## src/sv/ltc_pkg.sv

```systemverilog
// ----------------------------------------------------------------------------
// ltc_pkg
// Shared types and constants of the LRU tag cache: field widths, result
// status codes, controller states and the controller/datapath interface.
// ----------------------------------------------------------------------------
`default_nettype none

package ltc_pkg;

   localparam int ID_BITS       = 31;
   localparam int COUNT_BITS    = 32;
   localparam int STATUS_BITS   = 3;
   localparam int DEF_ENTRIES   = 16;
   localparam int DEF_DATA_BITS = 32;

   typedef enum logic [STATUS_BITS-1:0] {
      ST_HIT      = 3'd0,
      ST_MISS     = 3'd1,
      ST_EMPTY    = 3'd2,
      ST_INSERTED = 3'd3,
      ST_DUP      = 3'd4
   } status_type;

   typedef enum logic [1:0] {
      S_IDLE,
      S_MATCH,
      S_READ,
      S_UPDATE
   } ctrl_state_type;

   // commands from the controller to the datapath
   typedef struct packed {
      logic load;
      logic match;
      logic commit;
   } ltc_cmd_type;

   // status from the datapath to the controller
   typedef struct packed {
      logic out_free;
   } ltc_stat_type;

endpackage

`default_nettype wire

```

## src/sv/ltc_ram.sv

```systemverilog
// ----------------------------------------------------------------------------
// ltc_ram
// Generic single-write, single-read RAM with registered read data.
// ----------------------------------------------------------------------------
`default_nettype none

module ltc_ram #(
   parameter int WIDTH = 32,
   parameter int DEPTH = 16,
   localparam int ADDR_BITS = (DEPTH > 1) ? $clog2(DEPTH) : 1
) (
   input  wire logic                 clock,
   input  wire logic                 wr_en,
   input  wire logic [ADDR_BITS-1:0] wr_addr,
   input  wire logic [WIDTH-1:0]     wr_data,
   input  wire logic [ADDR_BITS-1:0] rd_addr,
   output logic      [WIDTH-1:0]     rd_data
);

   logic [WIDTH-1:0] mem_ff [DEPTH];
   logic [WIDTH-1:0] rd_data_ff;

   always_ff @(posedge clock) begin
      if (wr_en) begin
         mem_ff[wr_addr] <= wr_data;
      end
      rd_data_ff <= mem_ff[rd_addr];
   end

   assign rd_data = rd_data_ff;

endmodule

`default_nettype wire

```

## src/sv/ltc_ctrl.sv

```systemverilog
// ----------------------------------------------------------------------------
// ltc_ctrl
// Sequencer of the LRU tag cache: capture, tag compare, payload read and
// commit of one operation at a time.
// ----------------------------------------------------------------------------
`default_nettype none

module ltc_ctrl
   import ltc_pkg::*;
(
   input  wire logic         clock,
   input  wire logic         reset,
   input  wire logic         req_valid,
   output logic              req_ready,
   input  wire ltc_stat_type stat,
   output ltc_cmd_type       cmd
);

   ctrl_state_type state_ff;
   ctrl_state_type state_in;

   always_ff @(posedge clock) begin
      if (reset) begin
         state_ff <= S_IDLE;
      end else begin
         state_ff <= state_in;
      end
   end

   always_comb begin
      state_in   = state_ff;
      req_ready  = 1'b0;
      cmd        = '0;
      unique case (state_ff)
         S_IDLE: begin
            req_ready = 1'b1;
            if (req_valid) begin
               cmd.load = 1'b1;
               state_in = S_MATCH;
            end
         end
         S_MATCH: begin
            cmd.match = 1'b1;
            state_in  = S_READ;
         end
         S_READ: begin
            // payload read of the hit slot is in flight
            state_in = S_UPDATE;
         end
         S_UPDATE: begin
            // hold until the result register can take the transaction
            if (stat.out_free) begin
               cmd.commit = 1'b1;
               state_in   = S_IDLE;
            end
         end
         default: begin
            state_in = S_IDLE;
         end
      endcase
   end

endmodule

`default_nettype wire

```

## src/sv/ltc_datapath.sv

```systemverilog
// ----------------------------------------------------------------------------
// ltc_datapath
// Tag store, recency ranks, payload RAM, counters and result register of
// the LRU tag cache.
// ----------------------------------------------------------------------------
`default_nettype none

module ltc_datapath
   import ltc_pkg::*;
#(
   parameter int ENTRIES   = DEF_ENTRIES,
   parameter int DATA_BITS = DEF_DATA_BITS
) (
   input  wire logic                   clock,
   input  wire logic                   reset,
   input  wire ltc_cmd_type            cmd,
   output ltc_stat_type                stat,
   input  wire logic                   req_func,
   input  wire logic [ID_BITS-1:0]     req_key_id,
   input  wire logic [DATA_BITS-1:0]   req_entry_data,
   output logic                        rsp_valid,
   input  wire logic                   rsp_ready,
   output logic [STATUS_BITS-1:0]      rsp_status,
   output logic [DATA_BITS-1:0]        rsp_hit_data,
   output logic                        rsp_evict_valid,
   output logic [ID_BITS-1:0]          rsp_evict_id,
   output logic [COUNT_BITS-1:0]       rsp_access_total,
   output logic [COUNT_BITS-1:0]       rsp_hit_total,
   output logic [COUNT_BITS-1:0]       rsp_miss_total
);

   localparam int IDX_BITS  = (ENTRIES > 1) ? $clog2(ENTRIES) : 1;
   localparam int FILL_BITS = $clog2(ENTRIES + 1);

   // captured request
   logic                 func_ff, func_in;
   logic [ID_BITS-1:0]   key_ff, key_in;
   logic [DATA_BITS-1:0] data_ff, data_in;

   // compare results, one bit per slot
   logic [ENTRIES-1:0]   hit_ff, hit_in;
   logic [ENTRIES-1:0]   victim_ff, victim_in;

   // tag store and recency ranks, rank 0 is most recent
   logic [ID_BITS-1:0]   ids_ff  [ENTRIES];
   logic [ID_BITS-1:0]   ids_in  [ENTRIES];
   logic [IDX_BITS-1:0]  rank_ff [ENTRIES];
   logic [IDX_BITS-1:0]  rank_in [ENTRIES];
   logic [FILL_BITS-1:0] fill_ff, fill_in;

   logic [COUNT_BITS-1:0] access_ff, access_in;
   logic [COUNT_BITS-1:0] hits_ff, hits_in;
   logic [COUNT_BITS-1:0] misses_ff, misses_in;

   // result register
   logic                   rsp_valid_ff, rsp_valid_in;
   logic [STATUS_BITS-1:0] status_ff, status_in;
   logic [DATA_BITS-1:0]   hit_data_ff, hit_data_in;
   logic                   evict_valid_ff, evict_valid_in;
   logic [ID_BITS-1:0]     evict_id_ff, evict_id_in;

   // decode of the registered compare
   logic                 empty;
   logic                 found;
   logic                 full;
   logic                 insert_new;
   logic                 update;
   logic [IDX_BITS-1:0]  hit_idx;
   logic [IDX_BITS-1:0]  vic_idx;
   logic [IDX_BITS-1:0]  hit_rank;
   logic [ID_BITS-1:0]   vic_id;
   logic [ENTRIES-1:0]   slot_valid;
   logic [ENTRIES-1:0]   target;
   logic [ENTRIES-1:0]   age;
   status_type           status_code;

   logic                 ram_wr_en;
   logic [IDX_BITS-1:0]  ram_wr_addr;
   logic [DATA_BITS-1:0] ram_rd_data;

   ltc_ram #(
      .WIDTH (DATA_BITS),
      .DEPTH (ENTRIES)
   ) u_payload_ram (
      .clock   (clock),
      .wr_en   (ram_wr_en),
      .wr_addr (ram_wr_addr),
      .wr_data (data_ff),
      .rd_addr (hit_idx),
      .rd_data (ram_rd_data)
   );

   // one-hot to index and selected fields; ids are unique, so at most one hit
   always_comb begin
      hit_idx  = '0;
      vic_idx  = '0;
      hit_rank = '0;
      vic_id   = '0;
      for (int j = 0; j < ENTRIES; j++) begin
         slot_valid[j] = FILL_BITS'(j) < fill_ff;
         if (hit_ff[j]) begin
            hit_idx  = hit_idx | IDX_BITS'(j);
            hit_rank = hit_rank | rank_ff[j];
         end
         if (victim_ff[j]) begin
            vic_idx = vic_idx | IDX_BITS'(j);
            vic_id  = vic_id | ids_ff[j];
         end
      end
   end

   always_comb begin
      empty      = fill_ff == '0;
      found      = |hit_ff;
      full       = fill_ff == FILL_BITS'(ENTRIES);
      insert_new = func_ff && !found;
      update     = cmd.commit && (found || insert_new);

      for (int j = 0; j < ENTRIES; j++) begin
         if (found) begin
            target[j] = hit_ff[j];
            age[j]    = rank_ff[j] < hit_rank;
         end else if (full) begin
            target[j] = victim_ff[j];
            age[j]    = rank_ff[j] != IDX_BITS'(ENTRIES - 1);
         end else begin
            target[j] = FILL_BITS'(j) == fill_ff;
            age[j]    = 1'b1;
         end
      end

      if (empty) begin
         status_code = ST_EMPTY;
      end else if (found) begin
         status_code = ST_HIT;
      end else begin
         status_code = ST_MISS;
      end
      if (func_ff) begin
         status_code = found ? ST_DUP : ST_INSERTED;
      end

      ram_wr_en   = cmd.commit && insert_new;
      ram_wr_addr = full ? vic_idx : fill_ff[IDX_BITS-1:0];
   end

   always_comb begin
      func_in        = func_ff;
      key_in         = key_ff;
      data_in        = data_ff;
      hit_in         = hit_ff;
      victim_in      = victim_ff;
      ids_in         = ids_ff;
      rank_in        = rank_ff;
      fill_in        = fill_ff;
      access_in      = access_ff;
      hits_in        = hits_ff;
      misses_in      = misses_ff;
      status_in      = status_ff;
      hit_data_in    = hit_data_ff;
      evict_valid_in = evict_valid_ff;
      evict_id_in    = evict_id_ff;
      rsp_valid_in   = rsp_valid_ff && !rsp_ready;

      if (cmd.load) begin
         func_in = req_func;
         key_in  = req_key_id;
         data_in = req_entry_data;
      end

      if (cmd.match) begin
         for (int j = 0; j < ENTRIES; j++) begin
            hit_in[j]    = slot_valid[j] && (ids_ff[j] == key_ff);
            victim_in[j] = rank_ff[j] == IDX_BITS'(ENTRIES - 1);
         end
      end

      if (update) begin
         for (int j = 0; j < ENTRIES; j++) begin
            if (target[j]) begin
               rank_in[j] = '0;
               if (insert_new) begin
                  ids_in[j] = key_ff;
               end
            end else if (slot_valid[j] && age[j]) begin
               rank_in[j] = rank_ff[j] + IDX_BITS'(1);
            end
         end
         if (insert_new && !full) begin
            fill_in = fill_ff + FILL_BITS'(1);
         end
      end

      if (cmd.commit) begin
         if (!empty) begin
            access_in = access_ff + COUNT_BITS'(1);
            if (found) begin
               hits_in = hits_ff + COUNT_BITS'(1);
            end else begin
               misses_in = misses_ff + COUNT_BITS'(1);
            end
         end
         rsp_valid_in   = 1'b1;
         status_in      = status_code;
         hit_data_in    = found ? ram_rd_data : '0;
         evict_valid_in = insert_new && full;
         evict_id_in    = (insert_new && full) ? vic_id : '0;
      end
   end

   always_ff @(posedge clock) begin
      if (reset) begin
         fill_ff      <= '0;
         access_ff    <= '0;
         hits_ff      <= '0;
         misses_ff    <= '0;
         rsp_valid_ff <= 1'b0;
      end else begin
         fill_ff      <= fill_in;
         access_ff    <= access_in;
         hits_ff      <= hits_in;
         misses_ff    <= misses_in;
         rsp_valid_ff <= rsp_valid_in;
      end
   end

   always_ff @(posedge clock) begin
      func_ff        <= func_in;
      key_ff         <= key_in;
      data_ff        <= data_in;
      hit_ff         <= hit_in;
      victim_ff      <= victim_in;
      ids_ff         <= ids_in;
      rank_ff        <= rank_in;
      status_ff      <= status_in;
      hit_data_ff    <= hit_data_in;
      evict_valid_ff <= evict_valid_in;
      evict_id_ff    <= evict_id_in;
   end

   assign stat.out_free    = !rsp_valid_ff || rsp_ready;
   assign rsp_valid        = rsp_valid_ff;
   assign rsp_status       = status_ff;
   assign rsp_hit_data     = hit_data_ff;
   assign rsp_evict_valid  = evict_valid_ff;
   assign rsp_evict_id     = evict_id_ff;
   assign rsp_access_total = access_ff;
   assign rsp_hit_total    = hits_ff;
   assign rsp_miss_total   = misses_ff;

endmodule

`default_nettype wire

```

## src/sv/lru_tag_cache.sv

```systemverilog
// ----------------------------------------------------------------------------
// lru_tag_cache
// Fully associative LRU store of id-keyed entries with lookup and insert
// operations, eviction reporting and running access, hit and miss counts.
//
//   channel   direction   handshake              payload
//   req_      in          req_valid/req_ready    func, key_id, entry_data
//   rsp_      out         rsp_valid/rsp_ready    status, hit_data, evict_valid,
//                                                evict_id, access/hit/miss totals
//
// An operation passes through capture, tag compare over all slots, registered
// read of the payload RAM, and commit of ranks, tags and counters; the result
// register loads at commit. One operation is in flight at a time, and no new
// request is taken before the previous one commits.
// Reset clears the fill count, the counters and the result valid; no
// clearing pass runs, the cache is ready in the first cycle after reset.
// A stalled result holds the commit stage; the next request is taken while
// the finished result waits in the output register.
// ----------------------------------------------------------------------------
`default_nettype none

module lru_tag_cache
   import ltc_pkg::*;
#(
   parameter int ENTRIES   = DEF_ENTRIES,
   parameter int DATA_BITS = DEF_DATA_BITS
) (
   input  wire logic                   clock,
   input  wire logic                   reset,
   input  wire logic                   req_valid,
   output logic                        req_ready,
   input  wire logic                   req_func,
   input  wire logic [ID_BITS-1:0]     req_key_id,
   input  wire logic [DATA_BITS-1:0]   req_entry_data,
   output logic                        rsp_valid,
   input  wire logic                   rsp_ready,
   output logic [STATUS_BITS-1:0]      rsp_status,
   output logic [DATA_BITS-1:0]        rsp_hit_data,
   output logic                        rsp_evict_valid,
   output logic [ID_BITS-1:0]          rsp_evict_id,
   output logic [COUNT_BITS-1:0]       rsp_access_total,
   output logic [COUNT_BITS-1:0]       rsp_hit_total,
   output logic [COUNT_BITS-1:0]       rsp_miss_total
);

   ltc_cmd_type  cmd;
   ltc_stat_type stat;

   ltc_ctrl u_ctrl (
      .clock     (clock),
      .reset     (reset),
      .req_valid (req_valid),
      .req_ready (req_ready),
      .stat      (stat),
      .cmd       (cmd)
   );

   ltc_datapath #(
      .ENTRIES   (ENTRIES),
      .DATA_BITS (DATA_BITS)
   ) u_datapath (
      .clock            (clock),
      .reset            (reset),
      .cmd              (cmd),
      .stat             (stat),
      .req_func         (req_func),
      .req_key_id       (req_key_id),
      .req_entry_data   (req_entry_data),
      .rsp_valid        (rsp_valid),
      .rsp_ready        (rsp_ready),
      .rsp_status       (rsp_status),
      .rsp_hit_data     (rsp_hit_data),
      .rsp_evict_valid  (rsp_evict_valid),
      .rsp_evict_id     (rsp_evict_id),
      .rsp_access_total (rsp_access_total),
      .rsp_hit_total    (rsp_hit_total),
      .rsp_miss_total   (rsp_miss_total)
   );

endmodule

`default_nettype wire

```

## config.mk

```make
export PLATFORM = sky130hd
export DESIGN_NAME = lru_tag_cache
export DESIGN_NICKNAME = d
export VERILOG_FILES = /design/src/sv/ltc_pkg.sv /design/src/sv/ltc_ram.sv /design/src/sv/ltc_ctrl.sv /design/src/sv/ltc_datapath.sv /design/src/sv/lru_tag_cache.sv
export SDC_FILE = /design/constraint.sdc
export NUM_CORES = 2
export LEC_CHECK = 0
export ABC_AREA = 1
export BUFFER_PORTS_ARGS = -buffer_cell sky130_fd_sc_hd__buf_4
export CORE_MARGIN = 2
export CORE_UTILIZATION = 59
export CTS_CLUSTER_SIZE = 20
export DETAILED_ROUTE_END_ITERATION = 8
export PLACE_DENSITY = 0.72
export SYNTH_ARGS = -nofsm -noshare
export SYNTH_HDL_FRONTEND = slang
export SYNTH_HIERARCHICAL = 1
export SYNTH_SLANG_ARGS = --single-unit
export TNS_END_PERCENT = 10
```

## constraint.sdc

```tcl
create_clock -name clock -period 7.9 [get_ports clock]
set_input_delay 1.58 -clock clock [delete_from_list [all_inputs] [get_ports clock]]
set_output_delay 1.58 -clock clock [all_outputs]
set_load 0.005 [all_outputs]
```

; ---- Word-level counts from Yosys, hierarchy flattened
; Memory sizes are Yosys's and may differ from the RTL's. A register that Yosys moved wholly into a read port is not among the register bits.
; Index checks and enable logic that the tools add are counted.
; W data, S select, Z words.
[word_totals]
rom_bits = 0
regBits = 827
n_memories = 1
ram_bits = 512
word_cells = 460
latch_bits = 0
out_inout_bits = 165
input_bits = 68
[classes]
div_mod_pow = 0
muxes = 159
bitwise = 32
n_eq_ne = 69
n_mul = 0
order_cmp = 32
addsub = 20
n_reduce_logical = 100
shifts = 0
[memory_table]
columns = memory, depth, word_bits, rd, rd_ports_with_merged_regs, write_ports, line_no
row1 = u_datapath.u_payload_ram.mem_ff, 16, 32, 1, 1, 1, ltc_ram.sv:20  ; logic [WIDTH-1:0] mem_ff [DEPTH];
[op_table]
columns = cell, n
row1 = $eq A31 B31 Y1, 16
row2 = $mux W31, 16
row3 = $or A31 B31 Y31, 15
row4 = $mux W4, 49
row5 = $add A32 B1 Y32 const B, 3
row6 = $mux W1, 76
row7 = $add A4 B1 Y4 const B, 16
row8 = $eq A4 B4 Y1 const B, 16
row9 = $lt A4 B4 Y1, 16
row10 = $ne A4 B4 Y1 const B, 16
row11 = $or A4 B4 Y4, 15
row12 = $reduce_and A3 Y1, 18
row13 = $eq A4 B5 Y1 const A, 8
row14 = $lt A4 B5 Y1 const A, 8
row15 = $logic_and A1 B1 Y1, 38
row16 = $reduce_and A2 Y1, 19
row17 = $mux W3, 11
row18 = $reduce_bool A2 Y1, 16
row19 = $eq A3 B5 Y1 const A, 4
row20 = $lt A3 B5 Y1 const A, 4
row21 = $reduce_or A16 Y1, 1
row22 = $mux W2, 6
row23 = $eq A2 B5 Y1 const A, 2
row24 = $lt A1 B5 Y1 const A, 2
row25 = 13 further kinds, 21

; ---- Logic depth before layout (Yosys ltp)
[logic_depth]
depth_word = 36
depth_mapped = 15
depth_no_buf = 15

; ---- By module
; Netlist, hierarchy kept.
[by_module_without_submodules]
columns = mod, cells_per_inst, n_inst, area_each_um2, seq_area_each_um2
row1 = ltc_datapath, 3761, 1, 40332.4, 23752.8
row2 = ltc_ram, 2120, 1, 22730.6, 16015.4
row3 = ltc_ctrl, 27, 1, 182.7, 40.0

; ---- Worst setup path after synthesis
; No wires, ideal clock.
[synth_timing]
path_kind = input to register
startpoint = input rsp_ready
endpoint = memory u_datapath.u_payload_ram.mem_ff[12][0] (enable)
setup_time_ns = 0.421
setup_slack_ns = 2.093
n_path_buf = 1
required_ns = 7.479
t_arrival_ns = 5.386
cell_stages = 9
path_cell_list = inv_1 > nand2_1 > nand2_1 > inv_1 > nand2_1 > inv_1 > buf_2 > nand3_1 > nor2_1
[synth_rtl]
columns = item, line_no
row1 = from (decl), lru_tag_cache.sv:36  ; input wire logic rsp_ready,
row2 = to (decl), ltc_ram.sv:20

; ---- Worst setup path after layout
[layout_timing]
startpoint = register u_datapath.fill_ff[0]
endpoint = memory u_datapath.u_payload_ram.mem_ff[14][13] (enable)
[layout_between]
elab_chain_len = 2
[layout_rtl]
columns = item, line_no
row1 = from (decl), ltc_datapath.sv:49  ; logic [FILL_BITS-1:0] fill_ff, fill_in;
row2 = from (signal assigned), ltc_datapath.sv:219  ; fill_ff <= fill_in;
row3 = $eq A5 B5 Y1, ltc_datapath.sv:115  ; full = fill_ff == FILL_BITS'(ENTRIES);
row4 = $mux W4, ltc_datapath.sv:144  ; ram_wr_addr = full ? vic_idx : fill_ff[IDX_BITS-1:0];
row5 = named net u_datapath.ram_wr_addr[1], ltc_datapath.sv:78  ; logic [IDX_BITS-1:0] ram_wr_addr;
; The timed path passes the listed nets, and every way through them passes these cells.

==> impl_metrics.py <==
metrics = {
    "drt": {
        "ant_nets": 0,
        "drt-vias-per-instance": 6.12,
        "top_layer": "met5",
        "wl_per_cell_um": 26.3,
        "wl_um": 201000,
        "wl_met3_um": 27300,
        "wl_met1_um": 78900,
        "drc": 0,
        "dr.first_iter.drc_count": 7130,
        "vias": 46700,
        "first_pass_iters": 6,
        "met2WireLength_um": 84700,
    },
    "power_and_ir_drop": {
        "power_mw": 18.3,
        "clockPowerShare_pct": 35.7,
        "power_frac_seq_pct": 47.8,
        "ir_worst_vdd_mv": 0.215,
        "p_int_mw": 13.0,
        "switchingPower_mw": 5.35,
        "switching_share_pct": 29.2,
        "p_leak_nw": 27.5,
        "comb_power_share_pct": 16.5,
        "p_per_area_nw_per_um2": 259,
    },
    "setup_path": {
        "arrival_ps": 4770,
        "start_kind": "flop",
        "cp_data_required_time_ps": 8260,
        "end_kind": "flop",
        "cp_max_fo": 32,
        "path_class": "flop to flop",
    },
    "floorplanning": {
        "start_util_pct": 59.2,
        "rows": 120,
        "fp.dieH_um": 331,
        "die_area_um2": 110000,
        "core_area_um2": 107000,
        "ios": 233,
        "die_width_um": 331,
    },
    "place": {
        "dp_hpwl_um": 132000,
        "place.gp.congestion": 1.01,
        "io_buffers": 232,
    },
    "grt": {
        "grt_pass1_vias": 43200,
        "antenna_found_initial": 11,
        "grt_max_degree": 221,
        "grt_usage_pct": 36.1,
        "grt_overflow": 0,
        "grt_pass1_wl_um": 290000,
    },
    "sta": {
        "finalSetupTns_ps": 0,
        "min_period_ps": 4410,
        "slew_viol_final": 0,
        "finClkSkew_ps": 29.7,
        "slew_headroom_pct": 3.83,
        "finalHoldViolations": 0,
        "setup_viol_count_final": 0,
        "fmax_ghz": 0.227,
        "worstMarginPinSlew_ps": 1440,
        "rsz0062_at_grt": "no",
        "fin_crit_sh_pct": 55.8,
    },
    "logic_synthesis": {
        "synth-seq-area-share_pct": 62.9,
        "ys_ff_latch": 1371,
        "syn_nets": 6050,
        "synth_area_leader_cell": "edfxtp_1",
        "synth_adder_area_share_pct": 1.46,
        "synth_warnings": 6,
        "postSynth.asyncResetShare_pct": 0,
        "netlist_area_um2": 63200,
        "synthSimpleGateAreaFrac_pct": 17.2,
        "synth_top_area_share_pct": 58.6,
        "yosys.area_share.xor_xnor_pct": 5.61,
        "synth_top_family_by_area": "simple AND/OR/NAND/NOR gates",
        "synthFlopType": "edfxtp_1",
        "synth-edff-count": 1235,
        "synthMuxAreaShare_pct": 0,
        "yosysMostFrequentCell": "nand2_1",
        "synth_cell_types": 57,
        "synth_compound_area_share_pct": 6.18,
        "synth_common_cells": "nand2_1, edfxtp_1, inv_1, nand3_1, nor2_1",
        "syn_area_per_cell_um2": 10.7,
        "synth_cells": 5908,
        "synthTopCellsByArea": "edfxtp_1, nand2_1, inv_1, dfxtp_1, nand3_1",
    },
    "clock_network": {
        "clock-sinks": 1371,
        "cts_hold_buf": 0,
        "cts_resized": 0,
        "cts_buffers": 144,
        "cts_tree": "built",
        "post_cts_buffers": 0,
        "htree_levels": 4,
        "cts-root-buf": "clkbuf_16",
        "insertion_delay_ps": 770,
        "clk_pin_slew_ps": 60,
        "cts_max_path_buffers": 3,
    },
    "job": {
        "drv_cap": 0,
    },
    "hold_path": {
        "holdCritPathClass": "flop to flop",
    },
    "run_status": {
        "status": "finished, final reports clean",
    },
    "finish": {
        "final_nets": 6260,
        "drive_gt1_share_pct": 10.4,
        "areaGrowthSynthToFinish_pct": 11.9,
    },
}
==> stage by stage <==
step	instance area, µm²	utilization, %	hold WS (ps)	std cells	setup WS [ps]
floorplan	63200	-	465	5908	2090
global placement	66200	62.0	483	7375	2760
detailed placement	66200	62.0	492	7375	2720
CTS	70800	66.3	503	7633	3520
global route	70800	66.3	543	7633	3270
finish	70800	66.3	504	7635	3490
==> final timing paths <==
kind / start / to / slack (ps) / cells past startpoint
worst max register to register: u_datapath/fill_ff[0]$_SDFFE_PP0P_ / u_datapath/u_payload_ram/mem_ff[14][13]$_DFFE_PP_ / 3490 / 7
worst max-delay path: u_datapath/fill_ff[0]$_SDFFE_PP0P_ / u_datapath/u_payload_ram/mem_ff[14][13]$_DFFE_PP_ / 3490 / 7
worst min-delay path: u_datapath/rsp_access_total[6]$_SDFFE_PP0P_ / u_datapath/rsp_access_total[6]$_SDFFE_PP0P_ / 500 / 2
worst min register to register: u_datapath/rsp_access_total[6]$_SDFFE_PP0P_ / u_datapath/rsp_access_total[6]$_SDFFE_PP0P_ / 500 / 2
==> kinds of logic (layout without fill, tap and decap cells) <==
| group | count (synthesis) | in the layout |
|---|---|---|
| AO/OA/AOI/OAI | 564 | 564 |
| XOR/XNOR | 405 | 405 |
| adder cells (fa/ha/maj) | 74 | 74 |
| buffers and inverters | 1001 | 1323 |
| flip-flops | 1371 | 1371 |
| other | 0 | 2 |
| AND/OR/NAND/NOR | 2493 | 2493 |
==> cells in the final DEF, fill, tap and decap left out, types with 34 or more instances in the layout <==
cell       count
a21oi_1      109
a221oi_1     157
a22o_1        66
buf_4        316
clkbuf_16    150
dfxtp_1      136
edfxtp_1    1235
ha_1          74
inv_1        725
nand2_1     1391
nand3_1      485
nand4_1       92
nor2_1       285
nor3_1        48
nor4_1        34
o21ai_0      125
or2_2         51
xnor2_1      266
xor2_1       139
==> metal layers <==
| layer | vias to the layer above | global-route usage (%) |
|---|---|---|
| met5 | - | 0 |
| met4 | 16 | 15.7 |
| met3 | 516 | 11.1 |
| met2 | 3120 | 51.6 |
| met1 | 22400 | 51.0 |
| li1 | 20600 | - |
==> sequential cells by signal, indices dropped and copies added (netlist names) <==
name / count
u_ctrl/state_ff: 2
u_datapath/data_ff: 32
u_datapath/fill_ff: 5
u_datapath/func_ff: 1
u_datapath/hit_ff: 16
u_datapath/ids_ff: 496
u_datapath/key_ff: 31
u_datapath/rank_ff: 64
u_datapath/rsp_access_total: 32
u_datapath/rsp_evict_id: 31
u_datapath/rsp_evict_valid: 1
u_datapath/rsp_hit_data: 32
u_datapath/rsp_hit_total: 32
u_datapath/rsp_miss_total: 32
u_datapath/rsp_status: 3
u_datapath/rsp_valid: 1
u_datapath/u_payload_ram/mem_ff: 512
u_datapath/u_payload_ram/rd_data: 32
u_datapath/victim_ff: 16
==> cell type report <==
class | instances | area (µm²)
inverter | 747 | 2820
clock buffer | 187 | 3930
timing repair buffer | 318 | 2410
multi-input combinational | 3536 | 19400
clock inverter | 71 | 598
tap | 1403 | 1760
sequential | 1371 | 39800
antenna | 2 | 5.00
fill | 8027 | 36000
==> critical path, cell delays in order (launching register included) <==
cell,delay [ps]
dfxtp_1,450
inv_1,240
ha_1,320
nand3_1,420
inv_2,360
o21ai_0,730
nand2_1,440
nor2_4,1040
==> power groups by stage <==
stage	Sequential (mW)	Clock (mW)	Combinational, mW
3_5_place_dp	8.91	0	2.86
5_1_grt	8.81	6.87	3.10
4_1_cts	8.77	6.60	2.87
3_3_place_gp	8.90	0	2.83
2_1_floorplan	8.90	0	1.55
6_report	8.77	6.55	3.02
Power figures use the tool's default switching activity.
